$ cat src/sv/ntu_pkg.sv
// Shared types and constants for the neighbour table update block.
package ntu_pkg;

	// Widths fixed by the channel payloads
	localparam int unsigned MAC_IN_W = 48;
	localparam int unsigned COORD_IN_W = 16;
	localparam int unsigned TICK_W = 32;
	localparam int unsigned RANGE_W = 33;
	localparam int unsigned STATUS_W = 3;
	localparam int unsigned SLOT_W = 3;

	localparam logic [RANGE_W-1:0] RANGE_RESET = 33'd10000;

	// Result status codes
	localparam logic [STATUS_W-1:0] ST_IGNORED = 3'd0;
	localparam logic [STATUS_W-1:0] ST_REFRESHED = 3'd1;
	localparam logic [STATUS_W-1:0] ST_INSERTED = 3'd2;
	localparam logic [STATUS_W-1:0] ST_FULL = 3'd3;
	localparam logic [STATUS_W-1:0] ST_INVALID = 3'd4;

	// Commands from the controller to the datapath
	typedef struct packed {
		logic load;    // capture an accepted item
		logic square;  // square the distances, search the table
		logic commit;  // decide, update the table, load the result
	} ntu_cmd_t;

endpackage

$ cat src/sv/ntu_if.sv
// Channel interfaces: hello events in, results out, range register writes.
interface ntu_evt_if;
	import ntu_pkg::*;
	logic valid;
	logic ready;
	logic [MAC_IN_W-1:0] sender_mac;
	logic [COORD_IN_W-1:0] sender_x;
	logic [COORD_IN_W-1:0] sender_y;
	logic [COORD_IN_W-1:0] own_x;
	logic [COORD_IN_W-1:0] own_y;
	logic [TICK_W-1:0] now;
	logic sender_enabled;
	logic own_enabled;
	logic sender_sending;
	logic own_listening;
	logic is_hello;

	modport source(output valid, sender_mac, sender_x, sender_y, own_x, own_y, now,
		sender_enabled, own_enabled, sender_sending, own_listening, is_hello,
		input ready);
	modport sink(input valid, sender_mac, sender_x, sender_y, own_x, own_y, now,
		sender_enabled, own_enabled, sender_sending, own_listening, is_hello,
		output ready);
endinterface

interface ntu_res_if;
	import ntu_pkg::*;
	logic valid;
	logic ready;
	logic [STATUS_W-1:0] status;
	logic [SLOT_W-1:0] slot;

	modport source(output valid, status, slot, input ready);
	modport sink(input valid, status, slot, output ready);
endinterface

interface ntu_cfg_if;
	import ntu_pkg::*;
	logic valid;
	logic ready;
	logic [RANGE_W-1:0] range_squared;

	modport source(output valid, range_squared, input ready);
	modport sink(input valid, range_squared, output ready);
endinterface

$ cat src/sv/ntu_ctrl.sv
// Controller: sequences one item through capture, square/search and commit.
module ntu_ctrl
	import ntu_pkg::*;
(
	input  logic      clk,
	input  logic      arst_n,
	input  logic      in_valid,
	output logic      in_ready,
	output logic      out_valid,
	input  logic      out_ready,
	output ntu_cmd_t  cmd
);

	localparam logic [1:0] S_IDLE = 2'd0;
	localparam logic [1:0] S_SQ = 2'd1;
	localparam logic [1:0] S_UPD = 2'd2;

	logic [1:0] state_q;
	logic [1:0] state_d;
	logic out_valid_q;
	logic accept;
	logic commit;

	assign in_ready = (state_q == S_IDLE);
	assign accept = in_valid && in_ready;
	// Commit only once the result register is free or being emptied
	assign commit = (state_q == S_UPD) && (!out_valid_q || out_ready);

	assign cmd.load = accept;
	assign cmd.square = (state_q == S_SQ);
	assign cmd.commit = commit;
	assign out_valid = out_valid_q;

	// Next state
	always_comb begin
		state_d = state_q;
		unique case (state_q)
			S_IDLE: begin
				if (accept) state_d = S_SQ;
			end
			S_SQ: begin
				state_d = S_UPD;
			end
			S_UPD: begin
				if (commit) state_d = S_IDLE;
			end
			default: begin
				state_d = S_IDLE;
			end
		endcase
	end

	// Hold state and result flag
	always_ff @(posedge clk or negedge arst_n) begin
		if (!arst_n) begin
			state_q <= S_IDLE;
			out_valid_q <= 1'b0;
		end else begin
			state_q <= state_d;
			if (commit) begin
				out_valid_q <= 1'b1;
			end else if (out_ready) begin
				out_valid_q <= 1'b0;
			end
		end
	end

endmodule

$ cat src/sv/ntu_dp.sv
// Datapath: distance test, neighbour table, match/free search and result register.
module ntu_dp
	import ntu_pkg::*;
#(
	parameter int SLOTS = 8,
	parameter int COORD_BITS = 16,
	parameter int MAC_BYTES = 6
) (
	input  logic                  clk,
	input  logic                  arst_n,
	input  ntu_cmd_t              cmd,
	input  logic                  cfg_valid,
	input  logic [RANGE_W-1:0]    cfg_data,
	input  logic [MAC_IN_W-1:0]   sender_mac,
	input  logic [COORD_IN_W-1:0] sender_x,
	input  logic [COORD_IN_W-1:0] sender_y,
	input  logic [COORD_IN_W-1:0] own_x,
	input  logic [COORD_IN_W-1:0] own_y,
	input  logic [TICK_W-1:0]     now,
	input  logic                  sender_enabled,
	input  logic                  own_enabled,
	input  logic                  sender_sending,
	input  logic                  own_listening,
	input  logic                  is_hello,
	output logic [STATUS_W-1:0]   status,
	output logic [SLOT_W-1:0]     slot
);

	localparam int CW = (COORD_BITS < COORD_IN_W) ? COORD_BITS : COORD_IN_W;
	localparam int MW = (8 * MAC_BYTES < MAC_IN_W) ? 8 * MAC_BYTES : MAC_IN_W;
	localparam int IW = (SLOTS > 1) ? $clog2(SLOTS) : 1;
	localparam int SW = 2 * CW + 1;

	// Range register
	logic [RANGE_W-1:0] range_q;

	// Neighbour table
	logic [MW-1:0] mac_q [SLOTS];
	logic [TICK_W-1:0] first_q [SLOTS];
	logic [TICK_W-1:0] last_q [SLOTS];

	// Stage 1: captured item
	logic [CW-1:0] dx_s1;
	logic [CW-1:0] dy_s1;
	logic [MW-1:0] mac_s1;
	logic [TICK_W-1:0] now_s1;
	logic active_s1;
	logic hello_s1;

	// Stage 2: squares and table search
	logic [2*CW-1:0] dx2_s2;
	logic [2*CW-1:0] dy2_s2;
	logic hit_s2;
	logic [IW-1:0] hit_idx_s2;
	logic free_s2;
	logic [IW-1:0] free_idx_s2;

	// Result register
	logic [STATUS_W-1:0] status_q;
	logic [SLOT_W-1:0] slot_q;

	logic [CW-1:0] ax, bx, ay, by;
	logic hit_c, free_c;
	logic [IW-1:0] hit_idx_c, free_idx_c;
	logic [SW-1:0] dist_sq;
	logic in_range;
	logic [STATUS_W-1:0] status_d;
	logic [SLOT_W-1:0] slot_d;
	logic wr_ins;
	logic wr_ref;

	assign ax = sender_x[CW-1:0];
	assign bx = own_x[CW-1:0];
	assign ay = sender_y[CW-1:0];
	assign by = own_y[CW-1:0];

	// Write the range register
	always_ff @(posedge clk or negedge arst_n) begin
		if (!arst_n) begin
			range_q <= RANGE_RESET;
		end else if (cfg_valid) begin
			range_q <= cfg_data;
		end
	end

	// Capture the item with absolute coordinate differences
	always_ff @(posedge clk) begin
		if (cmd.load) begin
			dx_s1 <= (ax > bx) ? (ax - bx) : (bx - ax);
			dy_s1 <= (ay > by) ? (ay - by) : (by - ay);
			mac_s1 <= sender_mac[MW-1:0];
			now_s1 <= now;
			active_s1 <= sender_enabled && own_enabled && sender_sending && own_listening;
			hello_s1 <= is_hello;
		end
	end

	// Find the lowest occupied matching slot and the lowest free slot
	always_comb begin
		hit_c = 1'b0;
		free_c = 1'b0;
		hit_idx_c = '0;
		free_idx_c = '0;
		for (int i = SLOTS - 1; i >= 0; i--) begin
			if (first_q[i] != '0 && mac_q[i] == mac_s1) begin
				hit_c = 1'b1;
				hit_idx_c = IW'(i);
			end
			if (first_q[i] == '0) begin
				free_c = 1'b1;
				free_idx_c = IW'(i);
			end
		end
	end

	// Square the differences, register the search
	always_ff @(posedge clk) begin
		if (cmd.square) begin
			dx2_s2 <= {{CW{1'b0}}, dx_s1} * {{CW{1'b0}}, dx_s1};
			dy2_s2 <= {{CW{1'b0}}, dy_s1} * {{CW{1'b0}}, dy_s1};
			hit_s2 <= hit_c;
			hit_idx_s2 <= hit_idx_c;
			free_s2 <= free_c;
			free_idx_s2 <= free_idx_c;
		end
	end

	// Decide the outcome
	assign dist_sq = {1'b0, dx2_s2} + {1'b0, dy2_s2};
	assign in_range = RANGE_W'(dist_sq) < range_q;

	always_comb begin
		status_d = ST_IGNORED;
		slot_d = '0;
		wr_ins = 1'b0;
		wr_ref = 1'b0;
		if (active_s1 && in_range) begin
			if (!hello_s1) begin
				status_d = ST_INVALID;
			end else if (hit_s2) begin
				status_d = ST_REFRESHED;
				slot_d = SLOT_W'(hit_idx_s2);
				wr_ref = 1'b1;
			end else if (free_s2) begin
				status_d = ST_INSERTED;
				slot_d = SLOT_W'(free_idx_s2);
				wr_ins = 1'b1;
			end else begin
				status_d = ST_FULL;
			end
		end
	end

	// Update seen ticks; a cleared first-seen marks a free slot
	always_ff @(posedge clk or negedge arst_n) begin
		if (!arst_n) begin
			for (int i = 0; i < SLOTS; i++) begin
				first_q[i] <= '0;
				last_q[i] <= '0;
			end
		end else if (cmd.commit) begin
			if (wr_ins) begin
				first_q[free_idx_s2] <= now_s1;
				last_q[free_idx_s2] <= now_s1;
			end else if (wr_ref) begin
				last_q[hit_idx_s2] <= now_s1;
			end
		end
	end

	// Store the MAC of a new neighbour
	always_ff @(posedge clk) begin
		if (cmd.commit && wr_ins) begin
			mac_q[free_idx_s2] <= mac_s1;
		end
	end

	// Load the result register
	always_ff @(posedge clk) begin
		if (cmd.commit) begin
			status_q <= status_d;
			slot_q <= slot_d;
		end
	end

	assign status = status_q;
	assign slot = slot_q;

endmodule

$ cat src/sv/neighbour_table_update.sv
// Top level of the neighbour table update block.
// One hello event is taken at a time and passes through capture with the
// coordinate differences, the two squarers with the parallel table match and
// free-slot search, then the range test and the table write-back, which also
// loads the result register. The next event is taken in the cycle after
// write-back, while the result may still wait to be taken; write-back
// stalls only if an earlier result is still waiting. The table is empty right
// after reset (all slots free), with no clearing pass. Range writes are taken
// in any cycle and apply from the next range test, so write the range only
// while no event is in flight.
module neighbour_table_update
	import ntu_pkg::*;
#(
	parameter int SLOTS = 8,
	parameter int COORD_BITS = 16,
	parameter int MAC_BYTES = 6
) (
	input  logic          clk,
	input  logic          arst_n,
	ntu_evt_if.sink       evt,
	ntu_res_if.source     res,
	ntu_cfg_if.sink       cfg
);

	ntu_cmd_t cmd;

	// Range register writes are always taken
	assign cfg.ready = 1'b1;

	ntu_ctrl u_ctrl (
		.clk      (clk),
		.arst_n   (arst_n),
		.in_valid (evt.valid),
		.in_ready (evt.ready),
		.out_valid(res.valid),
		.out_ready(res.ready),
		.cmd      (cmd)
	);

	ntu_dp #(
		.SLOTS     (SLOTS),
		.COORD_BITS(COORD_BITS),
		.MAC_BYTES (MAC_BYTES)
	) u_dp (
		.clk           (clk),
		.arst_n        (arst_n),
		.cmd           (cmd),
		.cfg_valid     (cfg.valid),
		.cfg_data      (cfg.range_squared),
		.sender_mac    (evt.sender_mac),
		.sender_x      (evt.sender_x),
		.sender_y      (evt.sender_y),
		.own_x         (evt.own_x),
		.own_y         (evt.own_y),
		.now           (evt.now),
		.sender_enabled(evt.sender_enabled),
		.own_enabled   (evt.own_enabled),
		.sender_sending(evt.sender_sending),
		.own_listening (evt.own_listening),
		.is_hello      (evt.is_hello),
		.status        (res.status),
		.slot          (res.slot)
	);

endmodule

$ cat src/flat_wrapper.sv
// flat-port wrapper written by rule: the top's interface ports become plain ports
module neighbour_table_update_flat import ntu_pkg::*;
#(
	parameter int SLOTS = 8,
	parameter int COORD_BITS = 16,
	parameter int MAC_BYTES = 6
)
  (clk, arst_n, evt_valid, evt_sender_mac, evt_sender_x, evt_sender_y, evt_own_x, evt_own_y, evt_now, evt_sender_enabled, evt_own_enabled, evt_sender_sending, evt_own_listening, evt_is_hello, evt_ready, res_valid, res_status, res_slot, res_ready, cfg_valid, cfg_range_squared, cfg_ready);
  ntu_evt_if evt_i ();
  ntu_res_if res_i ();
  ntu_cfg_if cfg_i ();
  input  logic clk;
  input  logic arst_n;
  input wire logic [$bits(evt_i.valid)-1:0] evt_valid;
  input wire logic [$bits(evt_i.sender_mac)-1:0] evt_sender_mac;
  input wire logic [$bits(evt_i.sender_x)-1:0] evt_sender_x;
  input wire logic [$bits(evt_i.sender_y)-1:0] evt_sender_y;
  input wire logic [$bits(evt_i.own_x)-1:0] evt_own_x;
  input wire logic [$bits(evt_i.own_y)-1:0] evt_own_y;
  input wire logic [$bits(evt_i.now)-1:0] evt_now;
  input wire logic [$bits(evt_i.sender_enabled)-1:0] evt_sender_enabled;
  input wire logic [$bits(evt_i.own_enabled)-1:0] evt_own_enabled;
  input wire logic [$bits(evt_i.sender_sending)-1:0] evt_sender_sending;
  input wire logic [$bits(evt_i.own_listening)-1:0] evt_own_listening;
  input wire logic [$bits(evt_i.is_hello)-1:0] evt_is_hello;
  output wire logic [$bits(evt_i.ready)-1:0] evt_ready;
  output wire logic [$bits(res_i.valid)-1:0] res_valid;
  output wire logic [$bits(res_i.status)-1:0] res_status;
  output wire logic [$bits(res_i.slot)-1:0] res_slot;
  input wire logic [$bits(res_i.ready)-1:0] res_ready;
  input wire logic [$bits(cfg_i.valid)-1:0] cfg_valid;
  input wire logic [$bits(cfg_i.range_squared)-1:0] cfg_range_squared;
  output wire logic [$bits(cfg_i.ready)-1:0] cfg_ready;
  assign evt_i.valid = evt_valid;
  assign evt_i.sender_mac = evt_sender_mac;
  assign evt_i.sender_x = evt_sender_x;
  assign evt_i.sender_y = evt_sender_y;
  assign evt_i.own_x = evt_own_x;
  assign evt_i.own_y = evt_own_y;
  assign evt_i.now = evt_now;
  assign evt_i.sender_enabled = evt_sender_enabled;
  assign evt_i.own_enabled = evt_own_enabled;
  assign evt_i.sender_sending = evt_sender_sending;
  assign evt_i.own_listening = evt_own_listening;
  assign evt_i.is_hello = evt_is_hello;
  assign evt_ready = evt_i.ready;
  assign res_valid = res_i.valid;
  assign res_status = res_i.status;
  assign res_slot = res_i.slot;
  assign res_i.ready = res_ready;
  assign cfg_i.valid = cfg_valid;
  assign cfg_i.range_squared = cfg_range_squared;
  assign cfg_ready = cfg_i.ready;
  neighbour_table_update #(.SLOTS(SLOTS), .COORD_BITS(COORD_BITS), .MAC_BYTES(MAC_BYTES)) u_core (.clk(clk), .arst_n(arst_n), .evt(evt_i), .res(res_i), .cfg(cfg_i));
endmodule
$ cat config.mk
export PLATFORM = sky130hd
export DESIGN_NAME = neighbour_table_update_flat
export DESIGN_NICKNAME = d
export VERILOG_FILES = /design/src/sv/ntu_pkg.sv /design/src/sv/ntu_if.sv /design/src/sv/ntu_ctrl.sv /design/src/sv/ntu_dp.sv /design/src/sv/neighbour_table_update.sv /design/src/flat_wrapper.sv
export SDC_FILE = /design/constraint.sdc
export NUM_CORES = 2
export LEC_CHECK = 0
export BUFFER_PORTS_ARGS = -buffer_cell sky130_fd_sc_hd__buf_2
export CORE_UTILIZATION = 65
export DETAILED_ROUTE_END_ITERATION = 10
export PLACE_DENSITY = 0.92
export SYNTH_ARGS = -nofsm -noshare
export SYNTH_HDL_FRONTEND = slang
export SYNTH_SLANG_ARGS = --single-unit
$ cat constraint.sdc
create_clock -name clk -period 28 [get_ports clk]
set_clock_uncertainty 0.15 [all_clocks]
set_input_delay 5.6 -clock clk [delete_from_list [all_inputs] [get_ports clk]]
set_output_delay 5.6 -clock clk [all_outputs]
set_load 0.05 [all_outputs]
==> impl_metrics.json <==
{
  "first_iter_violations": 3350,
  "whs_ns": 0.343,
  "ioPinCount": 196,
  "cts.path.max_buffers": 3,
  "root_buffer": "clkbuf_16",
  "area_growth_pct": 9.54,
  "start_kind": "input pin",
  "synthesis.nets": 5194,
  "drt.antenna.violating_nets": 0,
  "avgSynthCellArea_um2": 12.2,
  "period_share": 0.305,
  "ys_ff_latch": 866,
  "synth_warnings": 0,
  "setup_viol": 0,
  "rsz0062_at_grt": "no",
  "synth_area_leaders": "edfxtp_1 33%, dfrtp_1 14%, fa_1 12%",
  "status": "complete, no violations",
  "antenna_found_initial": 1,
  "path_class": "in2reg",
  "postSynthCellCount": 4353,
  "die_w_um": 287,
  "rows": 104,
  "wl_per_cell_um": 21.9,
  "coreArea_um2": 80500,
  "min_path_type": "reg2reg",
  "num-nets-final": 5372,
  "critPathArrivalTime_ns": 8.79,
  "start_util": 0.657,
  "end_kind": "flip-flop",
  "post-route-min-period_ns": 8.55,
  "vias_per_cell": 6.07,
  "cap_viol_max_count": 0,
  "gp_congestion": 0.937,
  "gr-total-overflow": 0,
  "synth_most_common_cell": "inv_1",
  "post_cts_buffers": 0,
  "postCtsHoldBufs": 0,
  "detailed_place_hpwl_um": 83000,
  "setup_tns_ns": 0,
  "drv_slew": 0,
  "cts_sinks": 866,
  "synth-seq-area-share": 0.464,
  "dr_wl_met3_um": 10400,
  "drc": 0,
  "synthArstFlopShare": 0.337,
  "portBuffers": 194,
  "hold_violations": 0,
  "syn_area_um2": 52900,
  "required_ns": 28.24,
  "wirelength_um": 124000,
  "worstSkewPairLatency_ns": 0.66,
  "cts_tree": "yes",
  "dr.max_layer_used": "met5",
  "cts-resized-gates": 0,
  "synthTopCellsByCount": "629 x inv_1, 574 x edfxtp_1, 426 x xor2_1, 329 x fa_1, 325 x ha_1",
  "cp_max_fo": 12,
  "grtUsageTotal": 0.307,
  "cts_made_buffers": 88,
  "dr_wl_met2_um": 61100,
  "fill_cells": 4832,
  "wl_met1_um": 47400,
  "via_count": 34300,
  "num_antenna_cells": 0,
  "fp.dieH_um": 287,
  "fmax_mhz": 117,
  "tightest_slew_ns": 1.14,
  "grt_pass1_vias": 36100,
  "synth_edf_count": 574,
  "grt_pass1_wl_um": 196000,
  "layout-drive-gt1-share": 0.142,
  "firstDrtPassIters": 5,
  "slew_headroom": 0.239,
  "grt_max_degree": 85,
  "clkTransAtPathRegs_ns": 0.06,
  "ys.flop_type": "edfxtp_1",
  "die-area_um2": 82500,
  "synth_cell_types": 68,
  "yosysTopAreaCell": "edfxtp_1",
  "synth_top_area_frac": 0.326,
  "h-tree-depth": 3
}
[routing by layer]
layer	vias to the layer above	global-route usage
li1	15100	-
met1	17100	0.400
met2	1709	0.513
met4	2	0.129
met3	368	0.0501
met5	-	0
[final timing paths]
check / start / to / slack [ns] / cells after the start
hold / removal: u_core.u_dp.first_q[103] / u_core.u_dp.first_q[103] / 0.34 / 1
min in group asynchronous: arst_n / u_core.u_dp.range_q[3] / 4.77 / 1
setup / recovery: evt_own_y[2] / u_core.u_dp.dy_s1[14] / 19.45 / 13
max in group asynchronous: arst_n / u_core.u_ctrl.state_q[1] / 21.44 / 2
setup reg to reg: u_core.u_dp.dx_s1[3] / u_core.u_dp.dx2_s2[31] / 20.54 / 21
hold reg to reg: u_core.u_dp.first_q[103] / u_core.u_dp.first_q[103] / 0.34 / 1
[cells in the final DEF (no fill, tap or decap), types with 43 or more instances in the layout]
cell type	count
o21ai_0	100
a21o_1	88
and2_1	86
nor2_1	110
fa_1	329
nand4_1	53
mux2_2	241
clkbuf_16	91
dfrtp_1	287
xor2_1	426
buf_4	43
ha_1	325
nand2_1	236
buf_2	193
edfxtp_1	574
nor4_1	175
a21oi_1	112
inv_1	629
xnor2_1	82
[registers in the layout (all words and copies together), names as in the netlist, 16 cells and up]
signal,count
u_core.u_dp.mac_s1,48
u_core.u_dp.now_s1,32
u_core.u_dp.dx2_s2,31
u_core.u_dp.dy2_s2,31
u_core.u_dp.dy_s1,16
u_core.u_dp.first_q,256
u_core.u_dp.mac_q,384
u_core.u_dp.range_q,33
u_core.u_dp.dx_s1,16
[logic make-up after synthesis]
logic type	count (synthesis)	synth area share
AO/OA/AOI/OAI	458	0.0559
multiplexers	273	0.0578
buffers and inverters	778	0.0562
adder cells (fa/ha/maj)	654	0.201
other	1	0.0000709
flip-flops	866	0.464
XOR/XNOR	508	0.0841
AND/OR/NAND/NOR	815	0.0806
[through the flow]
step | area, um^2 | util | cells | setup slack, ns
after global placement | 55000 | 0.683 | 5501 | 18.91
final | 58000 | 0.720 | 5658 | 19.45
after CTS | 58000 | 0.720 | 5658 | 19.54
after floorplan | 52900 | - | 4353 | 16.32
after global routing | 58000 | 0.720 | 5658 | 19.28
after detailed placement | 55000 | 0.683 | 5501 | 18.85
[worst max-delay path: stages]
cell	delay, ns
buf_2	0.09
inv_1	0.04
ha_1	0.36
nor2b_1	0.16
o21ai_1	0.17
a21boi_0	0.16
o41a_1	0.45
o21ai_1	0.64
buf_4	0.32
a21oi_1	0.14
o31ai_1	0.34
a31oi_1	0.15
xnor2_1	0.15
[cell type report]
cell class | count | area (um^2) | share of cell area
well taps | 1060 | 1330 | 0.0229
clock inverters | 43 | 514 | 0.00887
inverters | 629 | 2360 | 0.0407
flip-flops and latches | 866 | 24500 | 0.424
multi-input cells | 2709 | 25500 | 0.440
clock buffers | 114 | 2400 | 0.0415
repair buffers | 237 | 1300 | 0.0225
Power is not shown: default switching activity piles up to over one toggle a cycle in this logic, so the estimate is an artifact.
